<file path="src/rtl/sliding_window_rate_limiter_core_assert.svh">
// Assertion macros for the rate limiter core
`ifndef SLIDING_WINDOW_RATE_LIMITER_CORE_ASSERT_SVH
`define SLIDING_WINDOW_RATE_LIMITER_CORE_ASSERT_SVH
// implication checked every clock, quiet in reset
`define SWRL_ASSERT_IMP(lbl, clk, rst_n, a, c) \
    lbl: assert property (@(posedge clk) disable iff (!rst_n) (a) |-> (c)) \
        else $error("assertion failed");
// next-cycle implication
`define SWRL_ASSERT_NXT(lbl, clk, rst_n, a, c) \
    lbl: assert property (@(posedge clk) disable iff (!rst_n) (a) |=> (c)) \
        else $error("assertion failed");
`endif

</file>
<file path="src/rtl/swrl_pkg.sv">
// ---------------------------------------------------------------------------
// swrl_pkg
// Types and constants shared by the rate limiter core.
// ---------------------------------------------------------------------------
package swrl_pkg;
    localparam int QUEUE_DEPTH_DEF = 1024;
    localparam int TIME_BITS_DEF   = 40;

    localparam logic [1:0] ST_ACCEPT = 2'd0;
    localparam logic [1:0] ST_WAIT   = 2'd1;
    localparam logic [1:0] ST_FULL   = 2'd2;
    localparam logic [1:0] ST_EXPIRE = 2'd3;

    localparam logic CFG_RATE = 1'b0;
    localparam logic CFG_WIN  = 1'b1;

    typedef enum logic [3:0] {
        S_IDLE, S_RD, S_RDW, S_DIVA, S_EXCHK, S_PUSH, S_DIVP, S_PACE, S_OUT
    } t_state;

    typedef struct packed {
        logic start;
        logic [63:0] dividend;
        logic [31:0] divisor;
    } t_div_req;
endpackage

</file>
<file path="src/rtl/swrl_div.sv">
// ---------------------------------------------------------------------------
// swrl_div
// Shared restoring divider: 64 by 32 bits, one quotient bit per cycle.
// ---------------------------------------------------------------------------
module swrl_div (
    input  logic             i_clk,
    input  logic             i_rst_n,
    input  swrl_pkg::t_div_req i_req,
    output logic             o_done,
    output logic [63:0]      o_quot,
    output logic [31:0]      o_rem
);
    import swrl_pkg::*;

    logic [63:0] r_q;
    logic [31:0] r_r;
    logic [31:0] r_d;
    logic [6:0]  r_cnt;
    logic        r_busy;
    logic        r_done;
    logic [32:0] w_sh;
    logic [32:0] w_sub;

    assign w_sh  = {r_r, r_q[63]};
    assign w_sub = w_sh - {1'b0, r_d};

    always_ff @(posedge i_clk) begin
        if (!i_rst_n) begin
            r_busy <= 1'b0;
            r_cnt  <= '0;
            r_done <= 1'b0;
        end else if (i_req.start) begin
            r_busy <= 1'b1;
            r_cnt  <= 7'd64;
            r_q    <= i_req.dividend;
            r_r    <= '0;
            r_d    <= i_req.divisor;
            r_done <= 1'b0;
        end else if (r_busy) begin
            if (!w_sub[32]) begin
                r_r <= w_sub[31:0];
                r_q <= {r_q[62:0], 1'b1};
            end else begin
                r_r <= w_sh[31:0];
                r_q <= {r_q[62:0], 1'b0};
            end
            r_cnt <= r_cnt - 7'd1;
            if (r_cnt == 7'd1) begin
                r_busy <= 1'b0;
                r_done <= 1'b1;
            end else begin
                r_done <= 1'b0;
            end
        end else begin
            r_done <= 1'b0;
        end
    end

    // done pulses once the last quotient bit is in the register
    assign o_done = r_done;
    assign o_quot = r_q;
    assign o_rem  = r_r;
endmodule

</file>
<file path="config.mk">
export PLATFORM = sky130hd
export DESIGN_NAME = swrl_div
export DESIGN_NICKNAME = d
export VERILOG_FILES = /design/src/rtl/sliding_window_rate_limiter_core_assert.svh /design/src/rtl/swrl_pkg.sv /design/src/rtl/swrl_div.sv
export SDC_FILE = /design/constraint.sdc
export NUM_CORES = 1
export LEC_CHECK = 0
export BUFFER_PORTS_ARGS = -buffer_cell sky130_fd_sc_hd__buf_4
export CAP_MARGIN = 0
export CELL_PAD_IN_SITES_DETAIL_PLACEMENT = 0
export CELL_PAD_IN_SITES_GLOBAL_PLACEMENT = 1
export CORE_MARGIN = 2
export CORE_UTILIZATION = 40
export DETAILED_ROUTE_END_ITERATION = 10
export PLACE_DENSITY_LB_ADDON = 0.1
export SLEW_MARGIN = 40
export SYNTH_ARGS = -nofsm -noshare
export SYNTH_HDL_FRONTEND = slang
export SYNTH_SLANG_ARGS = --single-unit
export TNS_END_PERCENT = 20
</file>
<file path="constraint.sdc">
create_clock -name i_clk -period 4.65 [get_ports i_clk]
set_input_delay 0.93 -clock i_clk [delete_from_list [all_inputs] [get_ports i_clk]]
set_output_delay 0.93 -clock i_clk [all_outputs]
set_load 0.005 [all_outputs]
</file>
==> Word level (Yosys, flattened, before mapping) <==
Index checks and enable logic that the tools add are counted.
{ "word_totals": {"mem_count": 0, "ram_bits": 0, "register_bits": 137, "word_cells": 28, "latch_bits": 0, "inputBits": 99, "mem_bits_ro": 0} }
{ "classes": {"div": 0, "reduce_logical": 5, "mul": 0, "addsub": 2, "n_shift": 0, "bitwise_logic": 2, "n_lt_le_gt_ge": 0, "muxes": 11, "n_eq_ne": 1} }
{ "ops": {"columns": ["operator", "count"], "rows": [
  ["$mux 64", 2],
  ["$mux 32", 2],
  ["$sub 33x32->33", 1],
  ["$mux 7", 2],
  ["$eq 7x1->1 const B", 1],
  ["$sub 7x1->7 const B", 1],
  ["$mux 1", 5],
  ["$reduce_and 2->1", 2],
  ["$reduce_or 3->1", 1],
  ["$not 1->1", 2],
  ["$reduce_bool 2->1", 1],
  ["$reduce_or 2->1", 1]
]} }

==> Longest topological paths before layout <==
Gate-level depths: netlist (run 1).
{ "depth": {"depth_word": 4, "mapped_depth": 13, "mapped_depth_nobuf": 11} }

==> Least setup slack after synthesis (run 1) <==
No wires, ideal clock.
{ "synth_timing": {"path_kind": "in2reg", "from": "input i_req[96] (netlist name)", "to": "register r_busy", "t_arrival_ns": 3.813, "path_stages": 3, "slack_ns": 0.769, "n_path_buf": 1, "cell_sequence": "clkbuf_1 > o21a_1 > o41a_1"} }
{ "synth_between": {"elab_chain_cells": 1} }
{ "synth_lines": {"columns": ["element", "line", "rtl"], "rows": [
  ["from (decl)", "swrl_div.sv:8", "input swrl_pkg::t_div_req i_req,"],
  ["$mux 1", "swrl_div.sv:32", "end else if (i_req.start) begin"],
  ["to (signal assigned)", "swrl_div.sv:29", "r_busy <= 1'b0;"],
  ["to (signal assigned)", "swrl_div.sv:33", "r_busy <= 1'b1;"],
  ["to (signal assigned)", "swrl_div.sv:49", "r_busy <= 1'b0;"],
  ["to (decl)", "swrl_div.sv:19", "logic r_busy;"]
]} }
Every way passes these cells.
A chain may end at the register's enable or synchronous reset.

==> Worst setup path after layout (run 1) <==
{ "layout_timing": {"from": "register r_r[2], in the netlist o_rem[2]", "to": "register r_r[29], in the netlist o_rem[29], data pin"} }
{ "layout_between": {"elab_chain_cells": 3} }
{ "layout_lines": {"columns": ["element", "line", "rtl"], "rows": [
  ["from (decl)", "swrl_div.sv:16", "logic [31:0] r_r;"],
  ["from (signal assigned)", "swrl_div.sv:41", "r_r <= w_sub[31:0];"],
  ["from (signal assigned)", "swrl_div.sv:44", "r_r <= w_sh[31:0];"],
  ["$sub 33x32->33", "swrl_div.sv:25", "assign w_sub = w_sh - {1'b0, r_d};"],
  ["$mux 32", "swrl_div.sv:40", "if (!w_sub[32]) begin"],
  ["$mux 32", "swrl_div.sv:39", "end else if (r_busy) begin"]
]} }
Every way passes these cells. The select of a mux whose other input is x is not followed.

==> results of run 1 <==
## power by group
part / internal (uW) / leakage (uW) / switching, uW
Clock: 761 / 0.000285 / 597
Combinational: 415 / 0.00243 / 480
Sequential: 1480 / 0.00130 / 62.6
Total: 2650 / 0.00401 / 1140
## cells in the mapped netlist, types with 7 or more instances
cell | n | share of area
a21o_1 | 12 | 0.012
xor2_1 | 8 | 0.0092
ha_1 | 34 | 0.056
o21ai_0 | 46 | 0.030
clkbuf_1 | 22 | 0.011
edfxtp_1 | 128 | 0.51
o21a_1 | 9 | 0.0089
nand2_1 | 36 | 0.018
nor2_1 | 28 | 0.014
nand2b_1 | 7 | 0.0058
nand3_1 | 18 | 0.012
xnor2_1 | 13 | 0.015
dfxtp_1 | 9 | 0.024
inv_1 | 41 | 0.020
nand4_1 | 8 | 0.0066
o211ai_1 | 7 | 0.0069
nor3_1 | 12 | 0.0079
a21oi_1 | 56 | 0.037
mux2_2 | 64 | 0.095
a211oi_1 | 9 | 0.0089
## layout make-up
cell class              instances  area (um^2)  area share
clock buffers                  18          429      0.0435
clock inverters                14          158      0.0160
inverters                      41          154      0.0156
multi-input cells             447         3280       0.333
flip-flops and latches        137         4020       0.408
well taps                     234          293      0.0297
repair buffers                201         1520       0.154
## flip-flops by register name (all words and copies together) (netlist names)
| signal | count |
|---|---|
| r_busy | 1 |
| r_d | 32 |
| o_done | 1 |
| o_rem | 32 |
| o_quot | 64 |
| r_cnt | 7 |
## how the worst min path moves through the flow
stage	from	cells past startpoint	end	slack, ns
floorplan	r_cnt[1]	2	r_cnt[1]	0.47
global placement	r_cnt[1]	2	r_cnt[1]	0.48
detailed placement	r_cnt[1]	2	r_cnt[1]	0.53
CTS	r_cnt[1]	2	r_cnt[1]	0.54
global route	r_cnt[1]	2	r_cnt[1]	0.54
finish	r_cnt[1]	2	r_cnt[1]	0.52
## per-stage QoR
stage	hold WS [ns]	total power [uW]
after CTS	0.536	3820
after floorplan	0.469	2120
final	0.525	3790
after detailed placement	0.526	2450
after global placement	0.484	2440
after global routing	0.545	3980
## cell families (layout without fill, tap and decap cells)
family	after synthesis	after routing	synth area share
compound gates	178	178	0.150
simple gates	148	148	0.101
flops	137	137	0.531
buf+inv	71	274	0.0389
mux	65	65	0.0964
fa+ha+maj	35	35	0.0588
xor+xnor	21	21	0.0243
## worst max-delay path: stages, from the launching register on
cell,delay [ns]
edfxtp_1,0.42
ha_1,0.39
a21o_1,0.18
a21oi_1,0.25
a21oi_1,0.16
or4_1,0.65
a21boi_0,0.48
nor3b_1,0.12
nor3_1,0.43
o22ai_1,0.14
## per-layer routing
metal	global-route usage	vias to the layer above	wire length, um
met5	0	-	0
li1	-	2863	-
met2	0.347	221	9910
met1	0.260	2868	8680
met4	0.0547	0	275
met3	0.0837	25	1940
==> impl_metrics.toml, run 1 <==
[sta]
min_period_ns = 3.50
maxSlewViolCount = 0
fin_ws_ns = 1.15
rsz0062_at_grt = "false"
tightest_slew_ns = 0.739
finalClockSkew_ns = 0.0112
finalSetupViolations = 0
max-slew-margin-rel = 0.506
tns_ns = 0
fmax_ghz = 0.286
fin_crit_sh = 0.752
final_hold_viol_count = 0

[floorplanning]
io_pins = 196
initial_core_util = 0.407
die_area_um2 = 20100
die_h_um = 142
chipWidth_um = 142
coreArea_um2 = 18600
rows = 50

[cells_and_area]
n_antenna_cell = 0
final_cell_mix = "200 x buf_4, 128 x edfxtp_1, 64 x mux2_2, 56 x a21oi_1, 46 x o21ai_0"
final_cells = 1092
layout.nets = 979
area_growth_pct = 30.0
layout_commonest_cell = "buf_4"
drive_above_1_share = 0.364
final_util = 0.529
final_area_um2 = 9860
fillCellCount = 1694

[setup_path]
endpoint_kind = "flip-flop"
cp_data_required_time_ns = 4.80
crit_end = "o_rem[29]"
r2r_slack_ns = 1.15
criticalPathCategory = "reg2reg"
cp.arrival_ns = 3.65
critPathMaxFanout = 5
cp-startpoint = "o_rem[2]"
reg2reg_depth = 9
worstReg2RegStart = "o_rem[2]"
reg2reg_to = "o_rem[29]"
startpoint_type = "flip-flop"

[route]
via_per_inst = 5.47
drt-initial-drc-count = 451
num_vias = 5977
remaining_drc_errors = 0
ant_nets = 0
dr.pass1.iters = 5
wl_per_cell_um = 19.1
totalWireLength_um = 20800

[place]
post-place-ws_ns = 1.08
io_buffers = 195
dpl.hpwl_um = 15200
gp_congestion = 0.861
place_area_um2 = 9270
dp_cells = 1060

[logic_synthesis]
synth-main-ff-cell = "edfxtp_1"
synth_async_sr_flop_share = 0
yosysWarnings = 0
seq_area_frac_synth = 0.531
synth_seq_cells = 137
synth_nets = 789
synth_area_um2 = 7580
avgSynthCellArea_um2 = 11.6
syn_inst = 655
synth-edff-count = 128
synth_cell_types = 62

[run_status]
status = "complete, no violations"

[clock_network]
cts.sinks = 137
cts_inserted_buffers = 17
cts_hold_buf = 0
tritoncts = "yes"
cts-resized-gates = 0
clockRootBuffer = "clkbuf_16"
cts.path.max_buffers = 2
clkTransAtPathRegs_ns = 0.06
cts_setup_buffers = 0
clock_latency_ns = 0.43
htree_levels = 4

[global_routing]
grt.total_usage = 0.211
grt_max_degree = 63
antenna_found_initial = 0
grt-ovfl-total = 0
grt_pass1_wl_um = 32700
grt_pass1_vias = 6071

[flow_run]
cap_violations = 0

[pwr]
vdd_drop_max_mv = 0.279
leakagePower_uw = 0.00401
power_density_nw_per_um2 = 385

[worst_hold_path]
hold_path.class = "reg2reg"
(Power assumes the default switching activity.)
==> run 2: changes to the inputs <==
--- a/config.mk
+++ b/config.mk
@@ -10,7 +10,7 @@
 export CELL_PAD_IN_SITES_DETAIL_PLACEMENT = 0
 export CELL_PAD_IN_SITES_GLOBAL_PLACEMENT = 1
 export CORE_MARGIN = 2
-export CORE_UTILIZATION = 40
+export CORE_UTILIZATION = 38
 export DETAILED_ROUTE_END_ITERATION = 10
 export PLACE_DENSITY_LB_ADDON = 0.1
 export SLEW_MARGIN = 40
==> constraint.sdc (replaced) <==
create_clock -name i_clk -period 2.9 [get_ports i_clk]
set_input_delay 0.58 -clock i_clk [delete_from_list [all_inputs] [get_ports i_clk]]
set_output_delay 0.58 -clock i_clk [all_outputs]
set_load 0.005 [all_outputs]
==> run 2 against run 1 <==
  * The flow now finishes with violations (setup timing)
  * Via count up 5.0%
  * Sequential power up 60%
  * Die area rose by 5.1%
  * Clock skew is 0.0020 ns lower
  * First-iteration DRC count down 31%
  * Routed wire length rose by 5.9%
  * Clock-buffer cell count decreased by 1
  * Highest routed layer unchanged
==> impl_metrics.toml, run 2 (synthesis results as in run 1) <==
[run_status]
status = "finished, violations left"
violations = "setup timing"

[global_routing]
antenna_found_initial = 0
grt_pass1_wl_um = 35000
grt_max_degree = 42
grt-ovfl-total = 0
grt_pass1_vias = 6606
grt.total_usage = 0.208

[route]
dr.pass1.iters = 5
num_vias = 6275
drt-initial-drc-count = 311
remaining_drc_errors = 0
ant_nets = 0
wl_per_cell_um = 18.1
via_per_inst = 5.16
totalWireLength_um = 22000

[floorplanning]
coreArea_um2 = 19500
chipWidth_um = 145
io_pins = 196
initial_core_util = 0.388
die_area_um2 = 21100
rows = 51
die_h_um = 145

[flow_run]
cap_violations = 0

[sta]
fmax_ghz = 0.331
fin_ws_ns = -0.119
maxSlewViolCount = 0
final_hold_viol_count = 0
rsz0062_at_grt = "true"
finalClockSkew_ns = 0.00918
tightest_slew_ns = 0.584
finalSetupViolations = 20
min_period_ns = 3.02
max-slew-margin-rel = 0.610
hold_ws_ns = 0.330
fin_crit_sh = 1.04

[clock_network]
cts.path.max_buffers = 2
cts.sinks = 137
tritoncts = "yes"
clkTransAtPathRegs_ns = 0.07
clockRootBuffer = "clkbuf_16"
cts_inserted_buffers = 17
htree_levels = 4
clock_latency_ns = 0.42

[setup_path]
reg2reg_depth = 12
cp_data_required_time_ns = 3.17
cp.arrival_ns = 3.29
crit_slowest_cell = "or4_4"
cp-startpoint = "o_quot[63]"
criticalPathCategory = "reg2reg"
slowest_delay_ns = 0.48
worstReg2RegStart = "o_quot[63]"
cp_cell_sequence = "inv_1 -> ha_2 -> fa_2 -> nand2b_4 -> a21o_1 -> a21o_1 -> nand2b_4 -> a211oi_4 -> o311a_4 -> buf_6 -> or4_4 -> a21oi_2"
critPathMaxFanout = 5
r2r_slack_ns = -0.12
startpoint_type = "flip-flop"
endpoint_kind = "flip-flop"
path_delay_family = "compound AO/OA/AOI/OAI gates"
reg2reg_to = "o_rem[16]"
path_buf_inv = 2

[place]
place_area_um2 = 9990
gp_congestion = 0.829
io_buffers = 195
dpl.hpwl_um = 16200

[pwr]
leakagePower_uw = 0.00451
power_density_nw_per_um2 = 593
vdd_drop_max_mv = 0.383

[cells_and_area]
layout_commonest_cell = "buf_4"
final_cell_mix = "283 x buf_4, 128 x edfxtp_1, 64 x mux2_2, 50 x a21oi_1"
largest_register_ffs = 64
drive_above_1_share = 0.452
area_growth_pct = 42.5
n_antenna_cell = 0
layout.nets = 1071
fillCellCount = 1711
final_area_um2 = 10800

[worst_hold_path]
hp-start = "i_req[4]"
hold_path.class = "in2reg"
hold_depth = 1
whs_endpoint = "r_d[4]"
-- run 2: cell count changes in the layout (fill, tap and decap cells not counted), sizes merged --
cell	before	now
clkinv	5	4
clkbuf	18	17
clkinvlp	1	0
bufinv	1	0
buf	201	293
inv	48	52
-- run 2: cell type report --
cell class | count | area [um^2] | share of cell area
well taps | 265 | 332 | 0.0307
clock inverters | 15 | 149 | 0.0138
clock buffers | 17 | 425 | 0.0394
multi-input cells | 447 | 3450 | 0.320
flip-flops and latches | 137 | 4020 | 0.372
repair buffers | 293 | 2270 | 0.210
inverters | 41 | 154 | 0.0142
-- run 2: repair_timing --
item	CTS	global route
endpoints found under the hold margin	0	0
buffers inserted	2	4
pin swaps	4	22
gates resized for setup	13	33
hold buffers	0	0
endpoints found under the setup margin	29	33
gates cloned	0	1
-- run 2: worst register-to-register path, stage by stage (launching register included) --
cell and delay (ns):
edfxtp_1 0.36, inv_1 0.05, ha_2 0.19, fa_2 0.39, nand2b_4 0.15, a21o_1 0.18, a21o_1 0.22, nand2b_4 0.09
a211oi_4 0.06, o311a_4 0.39, buf_6 0.14, or4_4 0.48, a21oi_2 0.16
-- run 2: worst max-delay path by stage --
stage	to	slack (ns)	cells after the start
after global routing	o_rem[16]	-0.21	12
after floorplan	o_rem[8]	-0.06	12
after CTS	o_rem[16]	-0.06	12
after global placement	o_rem[25]	-0.11	13
final	o_rem[16]	-0.12	12
after detailed placement	o_rem[16]	-0.21	12
-- run 2: power breakdown --
part / switching, uW / internal [uW]
Combinational: 885 / 931
Clock: 987 / 1150
Sequential: 90.6 / 2370
-- run 2: metal layers --
layer	track usage	up-vias	wire, um
met4	0.0569	0	283
li1	-	3048	-
met3	0.0862	18	1930
met2	0.342	225	10700
met5	0	-	0
met1	0.252	2984	9080
-- run 2: through the flow --
step	setup TNS, ns	utilization	setup slack, ns	cells	power, uW
finish	-1.24	0.553	-0.119	1215	6410
floorplan	-0.292	-	-0.0589	655	3400
global placement	-0.832	0.512	-0.115	1177	4160
CTS	-0.403	0.544	-0.0568	1211	6380
detailed placement	-1.72	0.512	-0.210	1177	4180
global route	-3.87	0.553	-0.205	1215	6720
==> run 3: changes to the inputs <==
--- a/config.mk
+++ b/config.mk
@@ -9,7 +9,7 @@
 export CAP_MARGIN = 0
 export CELL_PAD_IN_SITES_DETAIL_PLACEMENT = 0
 export CELL_PAD_IN_SITES_GLOBAL_PLACEMENT = 1
-export CORE_MARGIN = 2
+export CORE_MARGIN = 3
 export CORE_UTILIZATION = 38
 export DETAILED_ROUTE_END_ITERATION = 10
 export PLACE_DENSITY_LB_ADDON = 0.1
==> run 3 against run 2 <==
  * Critical path type unchanged
  * Largest power group unchanged
  * Sequential share of layout area down 0.23 points
  * Sequential power about the same
  * Critical endpoint is now o_rem[22]
  * The run still ends with setup timing left
  * Sequential cell count unchanged
==> impl_metrics.toml, run 3 (synthesis results as in run 1) <==
[floorplanning]
coreArea_um2 = 19500
chipWidth_um = 147
die_area_um2 = 21700
initial_core_util = 0.388
die_h_um = 147
rows = 51
io_pins = 196

[clock_network]
cts.path.max_buffers = 2
cts.sinks = 137
htree_levels = 4
clkTransAtPathRegs_ns = 0.07
cts_inserted_buffers = 17
clockRootBuffer = "clkbuf_16"
cts_hold_buf = 0
tritoncts = "yes"
clock_latency_ns = 0.43

[global_routing]
grt-ovfl-total = 0
grt_max_degree = 85
grt_pass1_vias = 6801
grt_pass1_wl_um = 36200
grt.total_usage = 0.211
antenna_found_initial = 1

[pwr]
total_power_uw = 6560
leakagePower_uw = 0.00456
power_frac_comb = 0.279
seqPwrFrac = 0.374
clockPowerShare = 0.347
vdd_drop_max_mv = 0.424
internal_power_uw = 4600
p_switching_uw = 1960
power_density_nw_per_um2 = 603
power.share.switching = 0.298

[setup_path]
r2r_slack_ns = -0.07
startpoint_type = "flip-flop"
critPathMaxFanout = 6
criticalPathCategory = "reg2reg"
cp.arrival_ns = 3.26
crit_slowest_cell = "or4b_1"
path_buf_inv = 1
endpoint_kind = "flip-flop"
cp_cell_sequence = "ha_2 -> fa_2 -> nand2b_4 -> a21o_1 -> a21o_1 -> nand2b_4 -> a211oi_2 -> o311a_1 -> buf_6 -> or4b_1 -> a21oi_2"
cp_data_required_time_ns = 3.18
slowest_delay_ns = 0.53
path_delay_family = "compound AO/OA/AOI/OAI gates"

[route]
ant_nets = 0
totalWireLength_um = 22900
wl_per_cell_um = 18.6
dr.pass1.iters = 5
drt-initial-drc-count = 460
num_vias = 6424
via_per_inst = 5.24
remaining_drc_errors = 0

[cells_and_area]
layout_commonest_cell = "buf_4"
final_cell_mix = "296 x buf_4, 128 x edfxtp_1, 64 x mux2_2, 47 x a21oi_1, 41 x inv_1"
largest_register_ffs = 64
area_growth_pct = 43.4
seq_area_um2 = 4020
drive_above_1_share = 0.462
final_cells = 1227
fillCellCount = 1730
multi_input_area_um2 = 3430
layout.nets = 1082

[sta]
tightest_slew_ns = 0.627
fmax_ghz = 0.336
rsz0062_at_grt = "true"
final_hold_viol_count = 0
fin_crit_sh = 1.03
finalClockSkew_ns = 0.0115
finalSetupViolations = 13
tns_ns = -0.619
maxSlewViolCount = 0
min_period_ns = 2.97
fin_ws_ns = -0.0748
max-slew-margin-rel = 0.582

[run_status]
status = "finished, violations left"
violations = "setup timing"

[place]
post-place-ws_ns = -0.176
dpl.hpwl_um = 16900
gp_congestion = 0.891
io_buffers = 195
dp_cells = 1188

[flow_run]
cap_violations = 0

[worst_hold_path]
hold_path.class = "in2reg"
-- run 3: power by group through the flow --
stage          combinational, uW  clock, uW  sequential (uW)
2_1_floorplan                912          0             2490
3_3_place_gp                1690          0             2490
3_5_place_dp                1720          0             2490
4_1_cts                     1770       2310             2450
5_1_grt                     2010       2390             2470
6_report                    1830       2270             2450
-- run 3: worst reg2reg max path, stage by stage (launching register included) --
cell and delay, ns:
edfxtp_1 0.38, ha_2 0.21, fa_2 0.34, nand2b_4 0.15
a21o_1 0.19, a21o_1 0.21, nand2b_4 0.09, a211oi_2 0.08
o311a_1 0.38, buf_6 0.15, or4b_1 0.53, a21oi_2 0.13
-- run 3: metal layers --
| metal | wire length, um | part of all wire | track usage | vias to the layer above |
|---|---|---|---|---|
| met5 | 0 | 0 | 0 | - |
| met4 | 516 | 0.023 | 0.0666 | 0 |
| met3 | 2240 | 0.098 | 0.0904 | 30 |
| met2 | 10700 | 0.47 | 0.332 | 269 |
| met1 | 9370 | 0.41 | 0.263 | 3054 |
| li1 | - | - | - | 3071 |
-- run 3: worst paths after layout --
path,from,to,cells past startpoint
hold / removal,i_req[21],r_d[21],1
setup reg to reg,r_d[0],o_rem[22],11
setup / recovery,r_d[0],o_rem[22],11
hold reg to reg,r_cnt[1],r_cnt[1],2
-- run 3: layout make-up --
type	instances	share of cell area
diodes	1	0.000230
clock buffers	17	0.0391
clock inverters	15	0.0163
inverters	41	0.0142
multi-input cells	447	0.316
flip-flops and latches	137	0.370
well taps	265	0.0305
repair buffers	304	0.214
-- run 3: through the flow --
step                utilization  area, um^2  hold slack, ns
detailed placement        0.515       10000           0.502
finish                    0.557       10900           0.327
global route              0.557       10900           0.311
floorplan                     -        7580           0.469
CTS                       0.550       10700           0.310
global placement          0.515       10000           0.481
-- run 3: what timing repair did --
item	in CTS	in global routing
buffers inserted	2	4
cloned	0	0
pin swaps	8	10
resized for setup	25	25
endpoints found under the setup margin	31	32
